$ cat src/cpb_pkg.sv
`timescale 1ns / 1ps
// ----------------------------------------------------------------------------
// cpb_pkg
// Shared constants, codes and types of the CPU placement and balance block.
// ----------------------------------------------------------------------------
package cpb_pkg;

   // number of per-CPU slots and derived widths
   localparam int NUM_CPU_SLOTS = 8;
   localparam int CPU_W = $clog2(NUM_CPU_SLOTS);
   localparam int CNT_W = $clog2(NUM_CPU_SLOTS + 1);
   localparam int CMP_W = ((CPU_W > 3) ? CPU_W : 3) + 1;

   // payload widths
   localparam int LOAD_W  = 16;
   localparam int TICK_W  = 8;
   localparam int TOTAL_W = 19;

   localparam logic [LOAD_W-1:0]  LOAD_MAX  = '1;
   localparam logic [TOTAL_W-1:0] TOTAL_MAX = '1;

   // request function codes
   localparam logic [1:0] FUNC_ENQUEUE = 2'd0;
   localparam logic [1:0] FUNC_REMOVE  = 2'd1;
   localparam logic [1:0] FUNC_TICK    = 2'd2;

   // configuration register indexes
   localparam logic [1:0] CSR_ACTIVE_CPUS      = 2'd0;
   localparam logic [1:0] CSR_BALANCE_PERIOD   = 2'd1;
   localparam logic [1:0] CSR_IMBALANCE_MARGIN = 2'd2;

   // configuration reset values
   localparam logic [3:0] ACTIVE_CPUS_RST      = 4'd1;
   localparam logic [7:0] BALANCE_PERIOD_RST   = 8'd100;
   localparam logic [3:0] IMBALANCE_MARGIN_RST = 4'd2;

   // sequencer to scan unit control
   typedef struct packed {
      logic              clear;
      logic              step;
      logic              active;
      logic              own;
      logic              mask_bit;
      logic              first;
      logic [CPU_W-1:0]  idx;
      logic [LOAD_W-1:0] load;
   } scan_ctrl_type;

   // scan unit accumulators
   typedef struct packed {
      logic [LOAD_W-1:0]  min_val;
      logic [CPU_W-1:0]   min_idx;
      logic [LOAD_W-1:0]  max_val;
      logic [LOAD_W-1:0]  best_val;
      logic [CPU_W-1:0]   best_idx;
      logic [LOAD_W-1:0]  own_val;
      logic               mask_found;
      logic [CPU_W-1:0]   mask_idx;
      logic [LOAD_W-1:0]  mask_val;
      logic [LOAD_W-1:0]  zero_val;
      logic [TOTAL_W-1:0] total;
   } scan_res_type;

   // write port of the per-CPU state
   typedef struct packed {
      logic              load_we;
      logic [CPU_W-1:0]  load_addr;
      logic [LOAD_W-1:0] load_wdata;
      logic              tick_we;
      logic [TICK_W-1:0] tick_wdata;
   } store_wr_type;

endpackage

$ cat src/cpb_load_store.sv
`timescale 1ns / 1ps
// ----------------------------------------------------------------------------
// cpb_load_store
// Per-CPU thread counts and balance counters, one write and one read each.
// ----------------------------------------------------------------------------
module cpb_load_store (
   input  logic                        clock,
   input  logic                        reset,
   input  cpb_pkg::store_wr_type       wr,
   input  logic [cpb_pkg::CPU_W-1:0]   load_rd_addr,
   input  logic [cpb_pkg::CPU_W-1:0]   tick_addr,
   output logic [cpb_pkg::LOAD_W-1:0]  load_rd_data,
   output logic [cpb_pkg::TICK_W-1:0]  tick_rd_data
);

   logic [cpb_pkg::LOAD_W-1:0] load_ff [cpb_pkg::NUM_CPU_SLOTS];
   logic [cpb_pkg::TICK_W-1:0] tick_ff [cpb_pkg::NUM_CPU_SLOTS];

   // read ports
   assign load_rd_data = load_ff[load_rd_addr];
   assign tick_rd_data = tick_ff[tick_addr];

   // write ports, all counts cleared on reset
   always_ff @(posedge clock) begin
      if (reset) begin
         for (int i = 0; i < cpb_pkg::NUM_CPU_SLOTS; i++) begin
            load_ff[i] <= '0;
            tick_ff[i] <= '0;
         end
      end else begin
         if (wr.load_we) begin
            load_ff[wr.load_addr] <= wr.load_wdata;
         end
         if (wr.tick_we) begin
            tick_ff[tick_addr] <= wr.tick_wdata;
         end
      end
   end

endmodule

$ cat src/cpb_scan_unit.sv
`timescale 1ns / 1ps
// ----------------------------------------------------------------------------
// cpb_scan_unit
// Shared compare and accumulate unit; takes one CPU load per cycle.
// ----------------------------------------------------------------------------
module cpb_scan_unit (
   input  logic                   clock,
   input  cpb_pkg::scan_ctrl_type ctl,
   output cpb_pkg::scan_res_type  res
);

   cpb_pkg::scan_res_type res_ff;
   cpb_pkg::scan_res_type res_in;
   logic [cpb_pkg::TOTAL_W:0] sum;

   assign res = res_ff;
   assign sum = {1'b0, res_ff.total} + (cpb_pkg::TOTAL_W + 1)'(ctl.load);

   // one element per step: min, max, best other, sum and captures
   always_comb begin
      res_in = res_ff;
      if (ctl.clear) begin
         res_in.min_val    = cpb_pkg::LOAD_MAX;
         res_in.min_idx    = '0;
         res_in.max_val    = '0;
         res_in.best_val   = '0;
         res_in.best_idx   = '0;
         res_in.mask_found = 1'b0;
         res_in.mask_idx   = '0;
         res_in.total      = '0;
      end else if (ctl.step) begin
         if (ctl.active) begin
            if (ctl.load < res_ff.min_val) begin
               res_in.min_val = ctl.load;
               res_in.min_idx = ctl.idx;
            end
            if (ctl.load > res_ff.max_val) begin
               res_in.max_val = ctl.load;
            end
            if (!ctl.own && (ctl.load > res_ff.best_val)) begin
               res_in.best_val = ctl.load;
               res_in.best_idx = ctl.idx;
            end
            if (sum > (cpb_pkg::TOTAL_W + 1)'(cpb_pkg::TOTAL_MAX)) begin
               res_in.total = cpb_pkg::TOTAL_MAX;
            end else begin
               res_in.total = sum[cpb_pkg::TOTAL_W-1:0];
            end
            if (ctl.mask_bit && !res_ff.mask_found) begin
               res_in.mask_found = 1'b1;
               res_in.mask_idx   = ctl.idx;
               res_in.mask_val   = ctl.load;
            end
         end
         if (ctl.own) begin
            res_in.own_val = ctl.load;
         end
         if (ctl.first) begin
            res_in.zero_val = ctl.load;
         end
      end
   end

   always_ff @(posedge clock) begin
      res_ff <= res_in;
   end

endmodule

$ cat src/cpu_placement_and_balance_top.sv
`timescale 1ns / 1ps
// ----------------------------------------------------------------------------
// cpu_placement_and_balance_top
// Least-loaded CPU placement with periodic imbalance check and steal choice.
//
//   channel   handshake            payload
//   request   start / busy         req_func, req_affinity_mask, req_cpu_id
//   result    rsp_valid (1 cycle)  rsp_placed_cpu, rsp_steal_request,
//                                  rsp_steal_source, rsp_imbalanced,
//                                  rsp_total_load
//   config    csr_write_en         csr_index, csr_wdata
//
// A request makes one pass over all slot loads before the update and one
// after it, one load per cycle, with an update state between the passes and a
// finish state after them; the result strobe is registered from the finish state.
// busy is high from the accept until the result is shown; the next request
// may be taken in the cycle the result is on the ports.
// Synchronous reset clears all counts; the receiver cannot stall.
// ----------------------------------------------------------------------------
module cpu_placement_and_balance_top (
   input  logic        clock,
   input  logic        reset,
   input  logic        start,
   output logic        busy,
   input  logic [1:0]  req_func,
   input  logic [7:0]  req_affinity_mask,
   input  logic [2:0]  req_cpu_id,
   output logic        rsp_valid,
   output logic [2:0]  rsp_placed_cpu,
   output logic        rsp_steal_request,
   output logic [2:0]  rsp_steal_source,
   output logic        rsp_imbalanced,
   output logic [18:0] rsp_total_load,
   input  logic        csr_write_en,
   input  logic [1:0]  csr_index,
   input  logic [7:0]  csr_wdata
);

   localparam logic [2:0] ST_IDLE  = 3'd0;
   localparam logic [2:0] ST_SCAN1 = 3'd1;
   localparam logic [2:0] ST_UPD   = 3'd2;
   localparam logic [2:0] ST_SCAN2 = 3'd3;
   localparam logic [2:0] ST_FIN   = 3'd4;

   localparam logic [cpb_pkg::CPU_W-1:0] IDX_LAST = cpb_pkg::CPU_W'(cpb_pkg::NUM_CPU_SLOTS - 1);

   logic [2:0]                   state_ff, state_in;
   logic [cpb_pkg::CPU_W-1:0]    idx_ff, idx_in;
   logic [1:0]                   func_ff, func_in;
   logic [7:0]                   mask_ff, mask_in;
   logic [2:0]                   cpu_ff, cpu_in;
   logic [cpb_pkg::CNT_W-1:0]    n_ff, n_in;
   logic [3:0]                   active_ff;
   logic [7:0]                   period_ff;
   logic [3:0]                   margin_ff;
   logic [cpb_pkg::CPU_W-1:0]    target_ff, target_in;
   logic                         steal_ff, steal_in;
   logic [cpb_pkg::CPU_W-1:0]    source_ff, source_in;
   logic                         rsp_valid_ff, rsp_valid_in;
   logic [2:0]                   rsp_target_ff, rsp_target_in;
   logic                         rsp_steal_ff, rsp_steal_in;
   logic [2:0]                   rsp_source_ff, rsp_source_in;
   logic                         rsp_imb_ff, rsp_imb_in;
   logic [18:0]                  rsp_total_ff, rsp_total_in;

   cpb_pkg::scan_ctrl_type       scan_ctl;
   cpb_pkg::scan_res_type        scan_res;
   cpb_pkg::store_wr_type        store_wr;
   logic [cpb_pkg::LOAD_W-1:0]   rd_load;
   logic [cpb_pkg::TICK_W-1:0]   rd_tick;
   logic [cpb_pkg::CPU_W-1:0]    cpu_idx;
   logic [7:0]                   mask_sh;
   logic [cpb_pkg::CNT_W-1:0]    n_live;
   logic                         accept;
   logic                         cpu_ok;
   logic                         spread;
   logic [cpb_pkg::CPU_W-1:0]    enq_idx;
   logic [cpb_pkg::LOAD_W-1:0]   enq_val;
   logic [7:0]                   period_eff;
   logic [8:0]                   tick_next;
   logic [cpb_pkg::LOAD_W:0]     steal_floor;

   // handshake
   assign busy   = (state_ff != ST_IDLE);
   assign accept = start && !busy;

   // per-CPU state
   cpb_load_store u_store (
      .clock        (clock),
      .reset        (reset),
      .wr           (store_wr),
      .load_rd_addr (idx_ff),
      .tick_addr    (cpu_idx),
      .load_rd_data (rd_load),
      .tick_rd_data (rd_tick)
   );

   // shared compare unit
   cpb_scan_unit u_scan (
      .clock (clock),
      .ctl   (scan_ctl),
      .res   (scan_res)
   );

   // configuration registers
   always_ff @(posedge clock) begin
      if (reset) begin
         active_ff <= cpb_pkg::ACTIVE_CPUS_RST;
         period_ff <= cpb_pkg::BALANCE_PERIOD_RST;
         margin_ff <= cpb_pkg::IMBALANCE_MARGIN_RST;
      end else if (csr_write_en) begin
         case (csr_index)
            cpb_pkg::CSR_ACTIVE_CPUS:      active_ff <= csr_wdata[3:0];
            cpb_pkg::CSR_BALANCE_PERIOD:   period_ff <= csr_wdata;
            cpb_pkg::CSR_IMBALANCE_MARGIN: margin_ff <= csr_wdata[3:0];
            default: ;
         endcase
      end
   end

   // live cpu count: zero acts as one, clipped to the slot count
   always_comb begin
      if (active_ff == 4'd0) begin
         n_live = cpb_pkg::CNT_W'(1);
      end else if (int'(active_ff) > cpb_pkg::NUM_CPU_SLOTS) begin
         n_live = cpb_pkg::CNT_W'(cpb_pkg::NUM_CPU_SLOTS);
      end else begin
         n_live = cpb_pkg::CNT_W'(active_ff);
      end
   end

   // element fed to the scan unit
   assign cpu_idx = cpb_pkg::CPU_W'(cpu_ff);
   assign cpu_ok  = cpb_pkg::CMP_W'(cpu_ff) < cpb_pkg::CMP_W'(cpb_pkg::NUM_CPU_SLOTS);
   assign mask_sh = mask_ff >> idx_ff;

   always_comb begin
      scan_ctl          = '0;
      scan_ctl.idx      = idx_ff;
      scan_ctl.load     = rd_load;
      scan_ctl.active   = cpb_pkg::CNT_W'(idx_ff) < n_ff;
      scan_ctl.own      = cpb_pkg::CMP_W'(idx_ff) == cpb_pkg::CMP_W'(cpu_ff);
      scan_ctl.mask_bit = mask_sh[0];
      scan_ctl.first    = (idx_ff == '0);
      scan_ctl.clear    = accept || (state_ff == ST_UPD);
      scan_ctl.step     = (state_ff == ST_SCAN1) || (state_ff == ST_SCAN2);
   end

   // spread over the active cpus, from the last completed pass
   assign spread = (n_ff > cpb_pkg::CNT_W'(1)) &&
                   ((scan_res.max_val - scan_res.min_val) > cpb_pkg::LOAD_W'(margin_ff));

   // enqueue target: least loaded if the mask is empty, else first allowed active cpu, else cpu 0
   always_comb begin
      if (mask_ff == 8'd0) begin
         enq_idx = scan_res.min_idx;
         enq_val = scan_res.min_val;
      end else if (scan_res.mask_found) begin
         enq_idx = scan_res.mask_idx;
         enq_val = scan_res.mask_val;
      end else begin
         enq_idx = '0;
         enq_val = scan_res.zero_val;
      end
   end

   // balance counter step and steal threshold
   assign period_eff  = (period_ff == 8'd0) ? 8'd1 : period_ff;
   assign tick_next   = {1'b0, rd_tick} + 9'd1;
   assign steal_floor = {1'b0, scan_res.own_val} + (cpb_pkg::LOAD_W + 1)'(margin_ff);

   // sequencer
   always_comb begin
      state_in      = state_ff;
      idx_in        = idx_ff;
      func_in       = func_ff;
      mask_in       = mask_ff;
      cpu_in        = cpu_ff;
      n_in          = n_ff;
      target_in     = target_ff;
      steal_in      = steal_ff;
      source_in     = source_ff;
      rsp_valid_in  = 1'b0;
      rsp_target_in = rsp_target_ff;
      rsp_steal_in  = rsp_steal_ff;
      rsp_source_in = rsp_source_ff;
      rsp_imb_in    = rsp_imb_ff;
      rsp_total_in  = rsp_total_ff;
      store_wr      = '0;
      case (state_ff)
         ST_IDLE: begin
            if (accept) begin
               func_in  = req_func;
               mask_in  = req_affinity_mask;
               cpu_in   = req_cpu_id;
               n_in     = n_live;
               idx_in   = '0;
               state_in = ST_SCAN1;
            end
         end
         ST_SCAN1: begin
            if (idx_ff == IDX_LAST) begin
               idx_in   = '0;
               state_in = ST_UPD;
            end else begin
               idx_in = idx_ff + 1'b1;
            end
         end
         ST_UPD: begin
            target_in = '0;
            steal_in  = 1'b0;
            source_in = '0;
            case (func_ff)
               cpb_pkg::FUNC_ENQUEUE: begin
                  target_in           = enq_idx;
                  store_wr.load_we    = 1'b1;
                  store_wr.load_addr  = enq_idx;
                  store_wr.load_wdata = (enq_val == cpb_pkg::LOAD_MAX) ? enq_val
                                                                       : enq_val + 1'b1;
               end
               cpb_pkg::FUNC_REMOVE: begin
                  if (cpu_ok && (scan_res.own_val != '0)) begin
                     store_wr.load_we    = 1'b1;
                     store_wr.load_addr  = cpu_idx;
                     store_wr.load_wdata = scan_res.own_val - 1'b1;
                  end
               end
               cpb_pkg::FUNC_TICK: begin
                  if (cpu_ok && spread) begin
                     store_wr.tick_we = 1'b1;
                     if (tick_next >= {1'b0, period_eff}) begin
                        store_wr.tick_wdata = '0;
                        if ((scan_res.best_val != '0) &&
                            ({1'b0, scan_res.best_val} >= steal_floor)) begin
                           steal_in  = 1'b1;
                           source_in = scan_res.best_idx;
                        end
                     end else begin
                        store_wr.tick_wdata = tick_next[7:0];
                     end
                  end
               end
               default: ;
            endcase
            state_in = ST_SCAN2;
         end
         ST_SCAN2: begin
            if (idx_ff == IDX_LAST) begin
               idx_in   = '0;
               state_in = ST_FIN;
            end else begin
               idx_in = idx_ff + 1'b1;
            end
         end
         ST_FIN: begin
            rsp_valid_in  = 1'b1;
            rsp_target_in = 3'(target_ff);
            rsp_steal_in  = steal_ff;
            rsp_source_in = 3'(source_ff);
            rsp_imb_in    = spread;
            rsp_total_in  = scan_res.total;
            state_in      = ST_IDLE;
         end
         default: begin
            state_in = ST_IDLE;
         end
      endcase
   end

   // control registers
   always_ff @(posedge clock) begin
      if (reset) begin
         state_ff     <= ST_IDLE;
         idx_ff       <= '0;
         rsp_valid_ff <= 1'b0;
      end else begin
         state_ff     <= state_in;
         idx_ff       <= idx_in;
         rsp_valid_ff <= rsp_valid_in;
      end
   end

   // request and result payload registers
   always_ff @(posedge clock) begin
      func_ff       <= func_in;
      mask_ff       <= mask_in;
      cpu_ff        <= cpu_in;
      n_ff          <= n_in;
      target_ff     <= target_in;
      steal_ff      <= steal_in;
      source_ff     <= source_in;
      rsp_target_ff <= rsp_target_in;
      rsp_steal_ff  <= rsp_steal_in;
      rsp_source_ff <= rsp_source_in;
      rsp_imb_ff    <= rsp_imb_in;
      rsp_total_ff  <= rsp_total_in;
   end

   assign rsp_valid         = rsp_valid_ff;
   assign rsp_placed_cpu    = rsp_target_ff;
   assign rsp_steal_request = rsp_steal_ff;
   assign rsp_steal_source  = rsp_source_ff;
   assign rsp_imbalanced    = rsp_imb_ff;
   assign rsp_total_load    = rsp_total_ff;

   // result strobe only once the sequencer is back at rest
   a_rsp_idle: assert property (@(posedge clock) disable iff (reset)
      rsp_valid |-> !busy)
      else $error("result shown while sequencer busy");

   // an accepted request always starts the first pass
   a_accept_scan: assert property (@(posedge clock) disable iff (reset)
      accept |=> (state_ff == ST_SCAN1) && (idx_ff == '0))
      else $error("accepted request did not start scan");

   // steal requests come only from balance ticks
   a_steal_tick: assert property (@(posedge clock) disable iff (reset)
      (rsp_valid && rsp_steal_request) |-> (func_ff == cpb_pkg::FUNC_TICK))
      else $error("steal request from non-tick request");

   // nonzero placement only on enqueue
   a_target_enq: assert property (@(posedge clock) disable iff (reset)
      (rsp_valid && (rsp_placed_cpu != 3'd0)) |-> (func_ff == cpb_pkg::FUNC_ENQUEUE))
      else $error("placed cpu set on non-enqueue request");

endmodule

$ cat config.mk
export PLATFORM = sky130hd
export DESIGN_NAME = cpu_placement_and_balance_top
export DESIGN_NICKNAME = d
export VERILOG_FILES = /design/src/cpb_pkg.sv /design/src/cpb_load_store.sv /design/src/cpb_scan_unit.sv /design/src/cpu_placement_and_balance_top.sv
export SDC_FILE = /design/constraint.sdc
export NUM_CORES = 1
export LEC_CHECK = 0
export BUFFER_PORTS_ARGS = -buffer_cell sky130_fd_sc_hd__buf_2
export CORE_ASPECT_RATIO = 0.9
export CORE_MARGIN = 5
export CORE_UTILIZATION = 63
export DETAILED_ROUTE_END_ITERATION = 10
export PLACE_DENSITY = 0.85
export SLEW_MARGIN = 20
export SYNTH_ARGS = -nofsm -noshare
export SYNTH_HDL_FRONTEND = slang
export SYNTH_HIERARCHICAL = 1
export SYNTH_SLANG_ARGS = --single-unit
$ cat constraint.sdc
create_clock -name clock -period 5.58 [get_ports clock]
set_input_delay 0.558 -clock clock [delete_from_list [all_inputs] [get_ports clock]]
set_output_delay 0.558 -clock clock [all_outputs]
set_load 0.03 [all_outputs]
Yosys cells after proc, flatten, opt, wreduce, memory -nomap -nowiden
Memory sizes are Yosys's and may differ from the RTL's. A register that Yosys moved wholly into a read port is not among the register bits. Index checks and enable logic that the tools add are counted.

Output and inout bits: 29. Memory bits (read-only): 0. Register bits after elaboration: 199. Memories kept: 2. Word-level logic and storage cells: 146. RAM bits: 192. Input bits: 27. Latch bits: 0.

Shifts and indexed selects: 1. Bitwise operators: 1. Magnitude comparators: 10. Multiplexer cells: 40. Eq/ne operators: 14. Divide/modulo/power cells: 0. Multipliers: 0. Add/sub/neg operators: 7. Reductions and logical operators: 41.

Memory list: u_store.load_ff (depth 8, bits a word 16, rd ports 1, clocked after memory_dff 1, write ports 8, RTL line cpb_load_store.sv:16) `logic [cpb_pkg::LOAD_W-1:0] load_ff [cpb_pkg::NUM_CPU_SLOTS];`; u_store.tick_ff (depth 8, bits a word 8, rd ports 1, clocked after memory_dff 1, write ports 8, RTL line cpb_load_store.sv:17) `logic [cpb_pkg::TICK_W-1:0] tick_ff [cpb_pkg::NUM_CPU_SLOTS];`.

Operator list (number): 2-to-1 mux 16 bit (4); one-hot mux 20 bit (2 select lines) (1); 2-to-1 mux 3 bit (12); > comparator 16 bit (2); nonzero test 16 bit (2); 2-to-1 mux 29 bit (1); 2-to-1 mux 8 bit (3); AND reduction 3 bit (8); adder 19 x 16 -> 20 bit (1); > comparator 20 x 19 -> 1 bit (second input constant) (1); 2-to-1 mux 20 bit (1); 2-to-1 mux 19 bit (1); 2-to-1 mux 9 bit (2); adder 16 x 4 -> 17 bit (1); >= comparator 16 x 17 -> 1 bit (1); adder 16 x 1 -> 16 bit (second input constant) (1); equality test 16 bit (second input constant) (1); > comparator 16 x 4 -> 1 bit (1); zero test 8 bit (2); < comparator 16 bit (1); OR reduction 16 bit (1); subtractor 16 x 1 -> 16 bit (second input constant) (1); subtractor 16 bit (1); 2-to-1 mux 1 bit (12); 31 further kinds (52).

Longest topological paths before layout
Word-level depth: 12. Depth in mapped cells: 17. Depth with buffers taken out: 17.

Modules after synthesis
The synthesis kept the hierarchy.

Modules (own cells, without submodules): cpb_load_store (sequential area each 5765.5 um2, cells an instance 539, times used 1, area an instance 8974.9 um2); cpu_placement_and_balance_top (sequential area each 1991.9 um2, cells an instance 732, times used 1, area an instance 6363.6 um2); cpb_scan_unit (sequential area each 2982.9 um2, cells an instance 607, times used 1, area an instance 6192.2 um2).

Worst setup path before layout
No wires, ideal clock.

Path type: reg2reg. Start: register cpu_ff[0]. End: memory u_store/tick_ff[0][0] (netlist name), data pin. Library setup time: 0.134 ns. Arrival time: 3.919 ns. Path buffers: 2. Cell stages (with the launch flop): 15. Period minus slack after synthesis: 4.053 ns. Data required time: 5.446 ns. Path slack: 1.527 ns. Path through: edfxtp_1 -> buf_6 -> buf_6 -> mux4_1 -> mux2_2 -> and3_1 -> nand3_1 -> xnor2_1 -> ha_1 -> a2111oi_0 -> nor2b_1 -> o21ai_0 -> a32oi_1 -> nor4bb_1 -> and2_1.

RTL lines: start, declared (RTL line cpu_placement_and_balance_top.sv:51) `logic [2:0] cpu_ff, cpu_in;`; start signal, assigned (RTL line cpu_placement_and_balance_top.sv:287) `cpu_ff <= cpu_in;`; end, declared (RTL line cpb_load_store.sv:17).

==> impl_metrics.toml <==
[yosys]
synth_cell_types = 99
synthTopCellsByArea = "edfxtp_1, dfxtp_1, ha_1, and2_1, mux4_1"
synth_ff_type = "edfxtp_1"
synth-seq-cells = 391
ys_seq_area_frac = 0.499
postSynth.asyncResetShare = 0
syn-instance-count = 1878
yosys.area.top_type = "edfxtp_1"
synth_area_per_cell_um2 = 11.5
synth.most_common_cell = "edfxtp_1"
synthTopCellsByCount = "edfxtp_1, and2_1, nand2_1"
synth_top_area_share = 0.406
synth_nets = 2026
syn_area_um2 = 21500
ys_warn_count = 6
synth-edff-count = 291

[sta]
hold_viol_final = 0
min_period_ns = 5.10
tns_ns = 0
fmax_mhz = 196
tightest_slew_ns = 1.13
setup_viol = 0
rsz0062_at_grt = "no"
clock_skew_ns = 0.0217
layout_setup_ws_ns = 0.480
final.period_utilization = 0.914
drv_slew = 0
relSlewSlack = 0.245

[global_route]
grt_pass1_wl_um = 84700
grt_pass1_vias = 15245
use_met1 = 0.393
grt_max_degree = 72
use_met2 = 0.480
grtUsageMet3 = 0.0483
antenna_found_initial = 0
overflow = 0
grt.total_usage = 0.289
busiest_layer = "met2"

[floorplanning]
row_count = 64
die_area_um2 = 38000
die_w_um = 205
io_pins = 56
start_util = 0.636
die_h_um = 185
fp.coreArea_um2 = 33900

[setup_path]
required_ns = 6.01
endpoint_kind = "register"
path_class = "reg2reg"
crit_arrival_ns = 5.53
crit_fanout = 20
startpoint_type = "register"
regToRegSetupSlack_ns = 0.48

[cts]
cts_tree = "yes"
cts-root-buf = "clkbuf_16"
clock_sinks = 391
cts_buffers = 40
clock_latency_ns = 0.56
htree_levels = 2
clk_pin_slew_ns = 0.06
postCtsSetupBuffers = 0
clockBufferDepth = 3
cts-resized-gates = 0
cts_hold_buf = 0

[worst_hold_path]
hp-class = "in2reg"

[final_layout]
nets = 2079
n_fill_cell = 2373
syn_to_final_growth_pct = 9.69
drive_above_1_share = 0.131
num_antenna_cells = 0
utilization = 0.697

[detailed_routing]
routed_wl_um = 54600
drtAntennaViolNets = 0
first_pass_iters = 5
detail_route.wl_per_cell_um = 22.5
via_count = 15290
drc = 0
vias_per_cell = 6.31
drt_iter0_drc = 1634

[placed_design]
place_ws_ns = 0.635
portBuffers = 55
dpl.hpwl_um = 37200
place.gp.congestion = 0.978

[flow_run]
maxCapViolCount = 0

[pwr]
ir_drop_v = 0.000259
p_per_area_nw_per_um2 = 314
power_leakage_nw = 9.37

[outcome]
outcome = "completed"
[kinds of logic (layout without fill, tap and decap cells)]
family | Yosys count | count (layout) | synth area share
buf+inv | 180 | 264 | 0.0364
flops | 391 | 391 | 0.499
compound gates | 310 | 310 | 0.0937
mux | 126 | 126 | 0.0927
simple gates | 683 | 683 | 0.180
xor+xnor | 67 | 67 | 0.0273
fa+ha+maj | 121 | 121 | 0.0714
[critical path: stages, from the launching register on]
cell and delay (ns):
edfxtp_1 0.71, or3b_2 0.58, a21oi_1 0.17, a2111o_1 0.19, and3_1 0.22, nand3_1 0.11
xnor2_1 0.27, ha_1 0.30, a2111oi_0 0.54, nor2b_1 0.20, o21ai_0 0.14, a32oi_1 0.56
nand4_1 0.16, nor2_1 0.57, and2_1 0.23
[sequential cells by signal, indices dropped and copies added, names as in the netlist, 2 cells and up]
name,cells
n_ff,4
u_store/load_ff,128
idx_ff,3
u_store/tick_ff,64
rsp_total_load,19
rsp_steal_source,3
u_scan/res,125
func_ff,2
active_ff,4
target_ff,3
margin_ff,4
cpu_ff,3
period_ff,8
mask_ff,8
source_ff,3
rsp_placed_cpu,3
state_ff,3
[power breakdown]
part,switching [W],internal [W]
clock network,0.00114,0.00163
registers,0.000139,0.00328
logic,0.000749,0.000483
total,0.00202,0.00540
[routing by layer]
| layer | wire [µm] | vias to the layer above |
|---|---|---|
| li1 | - | 7019 |
| met1 | 22400 | 7435 |
| met2 | 25900 | 735 |
| met3 | 4670 | 101 |
| met4 | 1560 | 0 |
| met5 | 0 | - |
[cell type report]
type | count | area (µm²) | share of cell area
timing repair buffer | 83 | 485 | 0.0206
tap | 462 | 578 | 0.0245
clock buffer | 60 | 1230 | 0.0522
inverter | 108 | 405 | 0.0172
clock inverter | 13 | 149 | 0.00630
multi-input combinational | 1307 | 10000 | 0.424
sequential | 391 | 10700 | 0.455
[path summary, 6_finish.rpt]
check                     start               endpoint  depth (start not counted)
setup / recovery      cpu_ff[1]  u_store/tick_ff[7][2]                         14
hold / removal    req_cpu_id[0]              cpu_ff[0]                          1
setup reg to reg      cpu_ff[1]  u_store/tick_ff[7][2]                         14
hold reg to reg    source_ff[1]    rsp_steal_source[1]                          0
[stage by stage]
step / hold WS, ns / total power (W) / cell area, µm² / cells
2_1_floorplan: 0.400 / 0.00432 / 21500 / 1878
3_3_place_gp: 0.403 / 0.00461 / 22200 / 2351
3_5_place_dp: 0.405 / 0.00467 / 22200 / 2351
4_1_cts: 0.152 / 0.00742 / 23600 / 2424
5_1_grt: 0.164 / 0.00770 / 23600 / 2424
6_report: 0.170 / 0.00742 / 23600 / 2424
[layout by cell type, fill, tap and decap left out, drive strengths merged, types with 5 or more instances in the layout]
cell type,count
a211oi,18
a21o,21
a21oi,81
a22oi,8
a31oi,29
and2,197
and3,13
buf,83
clkbuf,60
clkinv,9
dfxtp,100
edfxtp,291
ha,118
inv,110
mux2,29
mux2i,51
mux4,46
nand2,120
nand2b,15
nand3,54
nand3b,11
nand4,20
nor2,115
nor2b,15
nor3,42
nor3b,10
nor4,13
nor4b,5
o211ai,13
o21a,8
o21ai,73
o22ai,9
or2,22
or3,12
or3b,6
xnor2,31
xor2,36
Power figures use the tool's default switching activity.
